==> src/rtl/tcw_pkg.sv <==
// Shared types and constants of the text console character writer.
package tcw_pkg;

  localparam int unsigned ColW  = 7;
  localparam int unsigned RowW  = 8;
  localparam int unsigned AddrW = 15;
  localparam int unsigned CharW = 8;
  localparam int unsigned AttrW = 8;
  localparam int unsigned CellW = 16;

  localparam logic [AttrW-1:0] AttrReset = 8'h34;

  localparam logic [CharW-1:0] CharBackspace = 8'h08;
  localparam logic [CharW-1:0] CharTab       = 8'h09;
  localparam logic [CharW-1:0] CharNewline   = 8'h0A;
  localparam logic [CharW-1:0] CharReturn    = 8'h0D;

  localparam int unsigned TabStop = 8;

  typedef struct packed {
    logic             cell_write;
    logic [AddrW-1:0] cell_address;
    logic [CellW-1:0] cell_value;
    logic [AddrW-1:0] cursor_position;
  } tcw_result_t;

endpackage

==> src/rtl/tcw_if.sv <==
// Valid/ready channel interfaces for characters in and cell results out.
interface tcw_char_if import tcw_pkg::*; ();
  logic             valid;
  logic             ready;
  logic [CharW-1:0] char_code;

  modport source (output valid, output char_code, input ready);
  modport sink (input valid, input char_code, output ready);
endinterface

interface tcw_cell_if import tcw_pkg::*; ();
  logic             valid;
  logic             ready;
  logic             cell_write;
  logic [AddrW-1:0] cell_address;
  logic [CellW-1:0] cell_value;
  logic [AddrW-1:0] cursor_position;

  modport source (output valid, output cell_write, output cell_address, output cell_value,
                  output cursor_position, input ready);
  modport sink (input valid, input cell_write, input cell_address, input cell_value,
                input cursor_position, output ready);
endinterface

==> src/rtl/tcw_cursor.sv <==
// Cursor state and the per-character cell write and position computation.
module tcw_cursor import tcw_pkg::*; #(
  parameter int unsigned COLUMNS = 80
) (
  input  logic             clk_i,
  input  logic             rst_ni,
  input  logic             step_i,
  input  logic [CharW-1:0] char_code_i,
  input  logic [AttrW-1:0] attribute_i,
  output tcw_result_t      result_o
);

  logic [ColW-1:0]  col_q, col_d;
  logic [RowW-1:0]  row_q, row_d;
  // Row start address, row * COLUMNS, kept alongside the row to avoid a multiplier.
  logic [AddrW-1:0] base_q, base_d;

  logic [ColW:0]    col_ext;
  logic [ColW:0]    col_next;
  logic             newline;
  logic             row_inc;
  logic             printable;

  assign col_ext   = {1'b0, col_q};
  assign printable = (char_code_i[7] == 1'b0) && (char_code_i[6:5] != 2'b00);

  always_comb begin
    col_next = col_ext;
    newline  = 1'b0;
    unique case (char_code_i)
      CharNewline: begin
        col_next = '0;
        newline  = 1'b1;
      end
      CharReturn: begin
        col_next = '0;
      end
      CharTab: begin
        col_next = (col_ext + (ColW+1)'(TabStop)) & ~(ColW+1)'(TabStop - 1);
      end
      CharBackspace: begin
        if (col_q != '0) begin
          col_next = col_ext - (ColW+1)'(1);
        end
      end
      default: begin
        if (printable) begin
          col_next = col_ext + (ColW+1)'(1);
        end
      end
    endcase
  end

  // Reaching the column limit wraps to the start of the next row.
  always_comb begin
    col_d   = col_next[ColW-1:0];
    row_inc = newline;
    if (col_next >= (ColW+1)'(COLUMNS)) begin
      col_d   = '0;
      row_inc = 1'b1;
    end
  end

  always_comb begin
    row_d  = row_q;
    base_d = base_q;
    if (row_inc) begin
      row_d = row_q + RowW'(1);
      if (row_q == {RowW{1'b1}}) begin
        base_d = '0;
      end else begin
        base_d = base_q + AddrW'(COLUMNS);
      end
    end
  end

  always_ff @(posedge clk_i or negedge rst_ni) begin
    if (!rst_ni) begin
      col_q  <= '0;
      row_q  <= '0;
      base_q <= '0;
    end else if (step_i) begin
      col_q  <= col_d;
      row_q  <= row_d;
      base_q <= base_d;
    end
  end

  always_comb begin
    result_o.cell_write      = printable;
    result_o.cell_address    = printable ? (base_q + AddrW'(col_q)) : '0;
    result_o.cell_value      = printable ? {attribute_i, char_code_i} : '0;
    result_o.cursor_position = base_d + AddrW'(col_d);
  end

endmodule

==> src/rtl/text_console_char_writer.sv <==
// Text console character writer: top level with input and result registers.
//
// Each accepted character byte moves a text cursor and may write one screen
// cell; every character gives exactly one result carrying the cell write and
// the linear cursor position for the CRTC. The block takes one character per
// clock cycle while the sink accepts results. A character is first held in
// the input register; the cursor update and address computation then write
// the result register, which stalls while a finished result waits. The
// cursor update is a loop through the cursor registers that allows one
// character per cycle. Both registers move together, so a character is
// accepted while a finished result waits only if the input register is empty.
module text_console_char_writer import tcw_pkg::*; #(
  parameter int unsigned COLUMNS = 80
) (
  input  logic             clk_i,
  input  logic             rst_ni,
  input  logic             cfg_we_i,
  input  logic [AttrW-1:0] cfg_data_i,
  tcw_char_if.sink         char_in,
  tcw_cell_if.source       cell_out
);

  logic             in_valid_q;
  logic [CharW-1:0] in_char_q;
  logic             out_valid_q;
  tcw_result_t      out_q;
  tcw_result_t      result;
  logic [AttrW-1:0] attr_q;
  logic             advance;

  assign advance       = in_valid_q && (!out_valid_q || cell_out.ready);
  assign char_in.ready = !in_valid_q || advance;

  always_ff @(posedge clk_i or negedge rst_ni) begin
    if (!rst_ni) begin
      attr_q <= AttrReset;
    end else if (cfg_we_i) begin
      attr_q <= cfg_data_i;
    end
  end

  always_ff @(posedge clk_i or negedge rst_ni) begin
    if (!rst_ni) begin
      in_valid_q <= 1'b0;
    end else if (char_in.ready) begin
      in_valid_q <= char_in.valid;
    end
  end

  always_ff @(posedge clk_i) begin
    if (char_in.valid && char_in.ready) begin
      in_char_q <= char_in.char_code;
    end
  end

  tcw_cursor #(
    .COLUMNS(COLUMNS)
  ) u_cursor (
    .clk_i       (clk_i),
    .rst_ni      (rst_ni),
    .step_i      (advance),
    .char_code_i (in_char_q),
    .attribute_i (attr_q),
    .result_o    (result)
  );

  always_ff @(posedge clk_i or negedge rst_ni) begin
    if (!rst_ni) begin
      out_valid_q <= 1'b0;
    end else if (advance) begin
      out_valid_q <= 1'b1;
    end else if (cell_out.ready) begin
      out_valid_q <= 1'b0;
    end
  end

  always_ff @(posedge clk_i) begin
    if (advance) begin
      out_q <= result;
    end
  end

  assign cell_out.valid           = out_valid_q;
  assign cell_out.cell_write      = out_q.cell_write;
  assign cell_out.cell_address    = out_q.cell_address;
  assign cell_out.cell_value      = out_q.cell_value;
  assign cell_out.cursor_position = out_q.cursor_position;

  // A character held in the input register stays put until it is processed.
  assert property (@(posedge clk_i) disable iff (!rst_ni)
    in_valid_q && !advance |=> in_valid_q && $stable(in_char_q))
    else $error("input register lost or changed a pending character");

  // Processing a character always leaves a result for the sink.
  assert property (@(posedge clk_i) disable iff (!rst_ni)
    advance |=> out_valid_q)
    else $error("processed character produced no result");

  // A result without a cell write carries a zero address and value.
  assert property (@(posedge clk_i) disable iff (!rst_ni)
    out_valid_q && !out_q.cell_write |-> out_q.cell_address == '0 && out_q.cell_value == '0)
    else $error("non-writing result carries cell data");

  // The cursor never points beyond the last row of the screen.
  assert property (@(posedge clk_i) disable iff (!rst_ni)
    advance |-> result.cursor_position < AddrW'(COLUMNS * 256))
    else $error("cursor position beyond the screen");

endmodule
==> src/flat_wrapper.sv <==
// flat-port wrapper written by rule: the top's interface ports become plain ports
module text_console_char_writer_flat import tcw_pkg::*;
#(
  parameter int unsigned COLUMNS = 80
)
  (clk_i, rst_ni, cfg_we_i, cfg_data_i, char_in_valid, char_in_char_code, char_in_ready, cell_out_valid, cell_out_cell_write, cell_out_cell_address, cell_out_cell_value, cell_out_cursor_position, cell_out_ready);
  tcw_char_if char_in_i ();
  tcw_cell_if cell_out_i ();
  input  logic clk_i;
  input  logic rst_ni;
  input  logic cfg_we_i;
  input  logic [AttrW-1:0] cfg_data_i;
  input wire logic [$bits(char_in_i.valid)-1:0] char_in_valid;
  input wire logic [$bits(char_in_i.char_code)-1:0] char_in_char_code;
  output wire logic [$bits(char_in_i.ready)-1:0] char_in_ready;
  output wire logic [$bits(cell_out_i.valid)-1:0] cell_out_valid;
  output wire logic [$bits(cell_out_i.cell_write)-1:0] cell_out_cell_write;
  output wire logic [$bits(cell_out_i.cell_address)-1:0] cell_out_cell_address;
  output wire logic [$bits(cell_out_i.cell_value)-1:0] cell_out_cell_value;
  output wire logic [$bits(cell_out_i.cursor_position)-1:0] cell_out_cursor_position;
  input wire logic [$bits(cell_out_i.ready)-1:0] cell_out_ready;
  assign char_in_i.valid = char_in_valid;
  assign char_in_i.char_code = char_in_char_code;
  assign char_in_ready = char_in_i.ready;
  assign cell_out_valid = cell_out_i.valid;
  assign cell_out_cell_write = cell_out_i.cell_write;
  assign cell_out_cell_address = cell_out_i.cell_address;
  assign cell_out_cell_value = cell_out_i.cell_value;
  assign cell_out_cursor_position = cell_out_i.cursor_position;
  assign cell_out_i.ready = cell_out_ready;
  text_console_char_writer #(.COLUMNS(COLUMNS)) u_core (.clk_i(clk_i), .rst_ni(rst_ni), .cfg_we_i(cfg_we_i), .cfg_data_i(cfg_data_i), .char_in(char_in_i), .cell_out(cell_out_i));
endmodule
==> config.mk <==
export PLATFORM = sky130hd
export DESIGN_NAME = text_console_char_writer_flat
export DESIGN_NICKNAME = d
export VERILOG_FILES = /design/src/rtl/tcw_pkg.sv /design/src/rtl/tcw_if.sv /design/src/rtl/tcw_cursor.sv /design/src/rtl/text_console_char_writer.sv /design/src/flat_wrapper.sv
export SDC_FILE = /design/constraint.sdc
export NUM_CORES = 1
export LEC_CHECK = 0
export ABC_CLOCK_PERIOD_IN_PS = 5900
export CORE_MARGIN = 5
export CORE_UTILIZATION = 41
export CTS_CLUSTER_SIZE = 28
export DETAILED_ROUTE_END_ITERATION = 12
export DONT_BUFFER_PORTS = 1
export SYNTH_ARGS = -nofsm -noshare
export SYNTH_HDL_FRONTEND = slang
export SYNTH_SLANG_ARGS = --single-unit
==> constraint.sdc <==
create_clock -name clk_i -period 5.9 [get_ports clk_i]
set_input_delay 1.18 -clock clk_i [delete_from_list [all_inputs] [get_ports clk_i]]
set_output_delay 1.18 -clock clk_i [all_outputs]
set_load 0.01 [all_outputs]
**Yosys cells after proc, flatten, opt, wreduce, memory -nomap -nowiden**

Cells that the tools add are included.

- Register bits after elaboration: 95
- Bits of input ports: 21
- Output and inout port bits: 49
- Logic and storage cells: 47

- Add/subtract/negate cells: 7
- Magnitude comparators: 1
- Equality and inequality tests: 5
- Multiplexer cells: 10
- Bitwise logic cells: 1
- Reduce and logical (&&, ||, !) cells: 12

Operators by type and width:

| cell | number |
|---|---|
| 8-bit by 4-bit equality test with 1-bit output (second input constant) | 4 |
| 15-bit by 7-bit adder with 15-bit output | 2 |
| 15-bit 2-to-1 mux | 2 |
| 8-bit case mux with 3 select lines | 1 |
| 8-bit 2-to-1 mux | 2 |
| 15-bit by 7-bit adder with 15-bit output (second input constant) | 1 |
| 7-bit by 1-bit adder with 8-bit output (second input constant) | 1 |
| 7-bit by 4-bit adder with 8-bit output (second input constant) | 1 |
| 8-bit by 1-bit adder with 8-bit output (second input constant) | 1 |
| 8-bit equality test (second input constant) | 1 |
| 8-bit by 7-bit >= comparator with 1-bit output (second input constant) | 1 |
| 7-bit by 1-bit subtractor with 8-bit output (second input constant) | 1 |
| 7-bit 2-to-1 mux | 1 |
| 7-bit nonzero test | 1 |
| 1-bit 2-to-1 mux | 4 |
| 2-bit nonzero test | 2 |
| 1-bit logical AND | 3 |
| 1-bit logical NOT | 2 |
| 1-bit logical OR | 2 |
| 2-bit AND reduction | 1 |
| 2-bit OR reduction | 1 |
| 1-bit inverter | 1 |

**Logic depth before layout (Yosys ltp)**

- Depth after elaboration: 8
- Depth in mapped cells: 24

**Modules after synthesis**

From an unflattened synthesis, not the netlist that was laid out.

- Cell total of the unflattened synthesis: 488
- Area, all modules: 5222.5 um^2

By module, submodules not included:

| module | instances | cells each | area an instance (um^2) | seq. area each (um^2) |
|---|---|---|---|---|
| tcw_cursor | 1 | 408 | 3146.8 | 750.7 |
| text_console_char_writer | 1 | 80 | 2075.7 | 1905.6 |

**Least setup slack after synthesis**

No wires, ideal clock.

- Path kind: reg-to-reg
- From: register u_core.u_cursor.col_q[1]
- To: register u_core.out_q, in the netlist u_core.cell_out.cursor_position[12] (data pin)
- Arrival: 4.758 ns
- Required time: 5.631 ns
- Slack: 0.873 ns
- Stages on the path, launching flop included: 23
- Buffers on the path: 1
- Cells stage by stage: dfrtp_1 -> inv_1 -> ha_1 -> or4b_4 -> o311ai_4 -> o22ai_1 -> nor3_4 -> a21oi_4 -> nand2b_1 -> clkbuf_1 -> a221oi_1 -> ha_1 -> inv_1 -> fa_1 -> inv_1 -> a21oi_1 -> o21ai_0 -> a21o_1 -> a21o_1 -> a21oi_1 -> or4b_1 -> xor2_1 -> mux2i_1

RTL lines:

| element | line | text |
|---|---|---|
| start: declaration | tcw_cursor.sv:13 | `logic [ColW-1:0] col_q, col_d;` |
| start signal: assignment | tcw_cursor.sv:83 | `col_q <= col_d;` |
| end signal: assignment | text_console_char_writer.sv:79 | `out_q <= result;` |
| end: declaration | text_console_char_writer.sv:26 | `tcw_result_t out_q;` |

==> impl_metrics.env <==
export IMPL_vias_per_cell=5.44
export IMPL_antenna_left=0
export IMPL_fp_dieH_um=123
export IMPL_pre_cts_ws_ps=221
export IMPL_hold_class="reg -> reg"
export IMPL_numCtsBuffers=9
export IMPL_fin_skew_ps=8.13
export IMPL_timing_fmax_mhz=183
export IMPL_clk_pin_slew_ps=70
export IMPL_drive_gt1_share_pct=11.0
export IMPL_final_util_pct=45.4
export IMPL_status="finished, final reports clean"
export IMPL_power_density_nw_per_um2=313
export IMPL_insertion_delay_ps=350
export IMPL_final_cell_mix="55 x edfxtp_1, 51 x nand2_1, 51 x nor2_1, 37 x dfrtp_1"
export IMPL_die_x_um=123
export IMPL_overflow=0
export IMPL_ys_warn_count=0
export IMPL_synth_cell_type_count=66
export IMPL_synth_flop_cell="edfxtp_1"
export IMPL_synth_edf_count=55
export IMPL_finalWirelength_um=11500
export IMPL_p_leak_nw=2.21
export IMPL_die_area_sq_um=15200
export IMPL_dp_hpwl_um=8300
export IMPL_synth_async_reset_ratio_pct=42.1
export IMPL_period_share_pct=92.5
export IMPL_worst_slew_pin_slew_ps=690
export IMPL_grt_pass1_vias=3690
export IMPL_ys_seq_area_share_pct=50.4
export IMPL_cap_violations=0
export IMPL_ir_drop_uv=114
export IMPL_syn_inst=503
export IMPL_hold_viol_final=0
export IMPL_cts_tree="done"
export IMPL_coreArea_sq_um=12600
export IMPL_crit_path_max_fanout=12
export IMPL_slew_headroom_pct=54.0
export IMPL_slew_viol_final=0
export IMPL_arrival_ps=5540
export IMPL_whs_ps=481
export IMPL_fill_cells=1182
export IMPL_rows=41
export IMPL_seq_area_sq_um=2660
export IMPL_syn_nets=547
export IMPL_vias=3665
export IMPL_first_pass_iters=5
export IMPL_multi_input_area_sq_um=2460
export IMPL_gp_congestion=0.898
export IMPL_grt_pass1_wl_um=19100
export IMPL_drt_iter0_drc=228
export IMPL_root_buffer="clkbuf_16"
export IMPL_required_ps=5990
export IMPL_port_buffers=0
export IMPL_h_tree_depth=3
export IMPL_synth_seq_cells=95
export IMPL_end_kind="register"
export IMPL_worstSetupPathType="reg -> reg"
export IMPL_rsz0062_at_grt="no"
export IMPL_hold_buffers=0
export IMPL_antenna_found_initial=0
export IMPL_route_detailed_drc=0
export IMPL_period_needed_ps=5460
export IMPL_final_nets=541
export IMPL_synth_avg_cell_area_sq_um=10.5
export IMPL_cp_start_kind="register"
export IMPL_area_delta_synth_final_pct=8.52
export IMPL_fin_ws_ps=441
export IMPL_clk_path_buf_depth=2
export IMPL_cts_setup_buffers=0
export IMPL_grt_usage_pct=16.4
export IMPL_grt_max_degree=54
export IMPL_routedWlPerCell_um=17.1
export IMPL_setup_viol=0
export IMPL_io_pins=70
export IMPL_diodes=0
export IMPL_finalSetupTns_ps=0
export IMPL_start_util_pct=41.8
export IMPL_synthesis_area_sq_um=5280
export IMPL_cts_sinks=95
export IMPL_mostFrequentLayoutCell="edfxtp_1"
## power breakdown
part           internal, mW  switching (mW)  leakage [nW]
combinational         0.155           0.219          1.01
sequential            0.790          0.0888          1.06
clock                 0.286           0.252         0.134
total                  1.23           0.559          2.21
## sequential cells by signal, summed over array words and instances (netlist names), 7 cells and up
signal and count:
u_core.cell_out.cell_value 16, u_core.cell_out.cell_address 15, u_core.cell_out.cursor_position 15, u_core.u_cursor.base_q 15
u_core.attr_q 8, u_core.in_char_q 8, u_core.u_cursor.row_q 8, u_core.u_cursor.col_q 7
## kinds of logic (layout without fill, tap and decap cells)
kind of cell | count (synthesis) | count (layout) | synth area share [%]
buf+inv | 44 | 43 | 3.27
other cells | 1 | 1 | 0.0711
mux | 13 | 13 | 2.73
flops | 95 | 95 | 50.4
xor+xnor | 37 | 37 | 6.14
compound gates | 93 | 93 | 12.3
fa+ha+maj | 23 | 23 | 5.74
simple gates | 197 | 197 | 19.4
## layer usage
metal	track usage, %	vias to the layer above	share of wire (%)	wire (um)
met5	0	-	0	0
met4	8.30	0	2.3	268
met3	3.02	17	4.3	492
met2	25.3	112	46	5330
met1	22.0	1765	47	5420
li1	-	1771	-	-
## synthesized netlist by cell type, types with 8 or more instances
| cell | count | area (sq um) |
|---|---|---|
| nand4_1 | 8 | 50.1 |
| clkbuf_1 | 21 | 78.8 |
| inv_1 | 21 | 78.8 |
| and2_1 | 23 | 144 |
| dfrtp_1 | 37 | 926 |
| nand3_1 | 11 | 55.1 |
| mux2_2 | 11 | 124 |
| a21oi_1 | 25 | 125 |
| o21ai_0 | 26 | 130 |
| nand2_1 | 51 | 191 |
| nor2_1 | 51 | 191 |
| nand2b_1 | 9 | 56.3 |
| ha_1 | 21 | 263 |
| xnor2_1 | 22 | 193 |
| edfxtp_1 | 55 | 1650 |
| nor3_1 | 8 | 40.0 |
| xor2_1 | 15 | 131 |
## cell type report
| class | count | area share (%) |
|---|---|---|
| Timing Repair Buffer | 6 | 0.787 |
| Inverter | 21 | 1.38 |
| Clock inverter | 7 | 0.831 |
| Tap cell | 172 | 3.76 |
| Clock buffer | 9 | 3.93 |
| Sequential cell | 95 | 46.4 |
| Multi-Input combinational cell | 364 | 42.9 |
## what timing repair did
item | CTS | global route
endpoints found under the setup margin | 0 | 2
resized for setup | 0 | 3
endpoints found under the hold margin | 0 | 0
## metrics by stage
| stage | cells | instance area (sq um) | power [mW] |
|---|---|---|---|
| global route | 674 | 5720 | 1.89 |
| floorplan | 503 | 5280 | 1.15 |
| CTS | 674 | 5710 | 1.80 |
| finish | 674 | 5720 | 1.79 |
| global placement | 658 | 5440 | 1.25 |
| detailed placement | 658 | 5440 | 1.26 |
## path summary, 6_finish.rpt
check	from	depth (start not counted)	slack [ps]	end
max reg2reg	u_core.u_cursor.col_q[1]	22	440	u_core.cell_out.cursor_position[12]
max in group asynchronous	rst_ni	0	5190	u_core.attr_q[2]
min reg2reg	u_core.u_cursor.row_q[7]	1	480	u_core.u_cursor.row_q[7]
min	u_core.u_cursor.row_q[7]	1	480	u_core.u_cursor.row_q[7]
min in group asynchronous	rst_ni	0	520	u_core.in_valid_q
max	u_core.u_cursor.col_q[1]	22	440	u_core.cell_out.cursor_position[12]
## worst max-delay path: stages (launching register included)
cell and delay [ps]:
dfrtp_1 500, inv_1 190, ha_1 260, or4b_4 530, o311ai_4 300, o22ai_1 180, nor3_4 300, a21oi_4 120
nand2b_2 340, nand2_1 150, and2_1 130, ha_1 160, inv_1 60, fa_1 400, inv_1 70, a21oi_1 70
o21ai_1 210, a21o_1 150, a21o_1 140, a21oi_1 130, or4_1 550, xor2_1 150, mux2i_1 80
(Power assumes the default switching activity.)
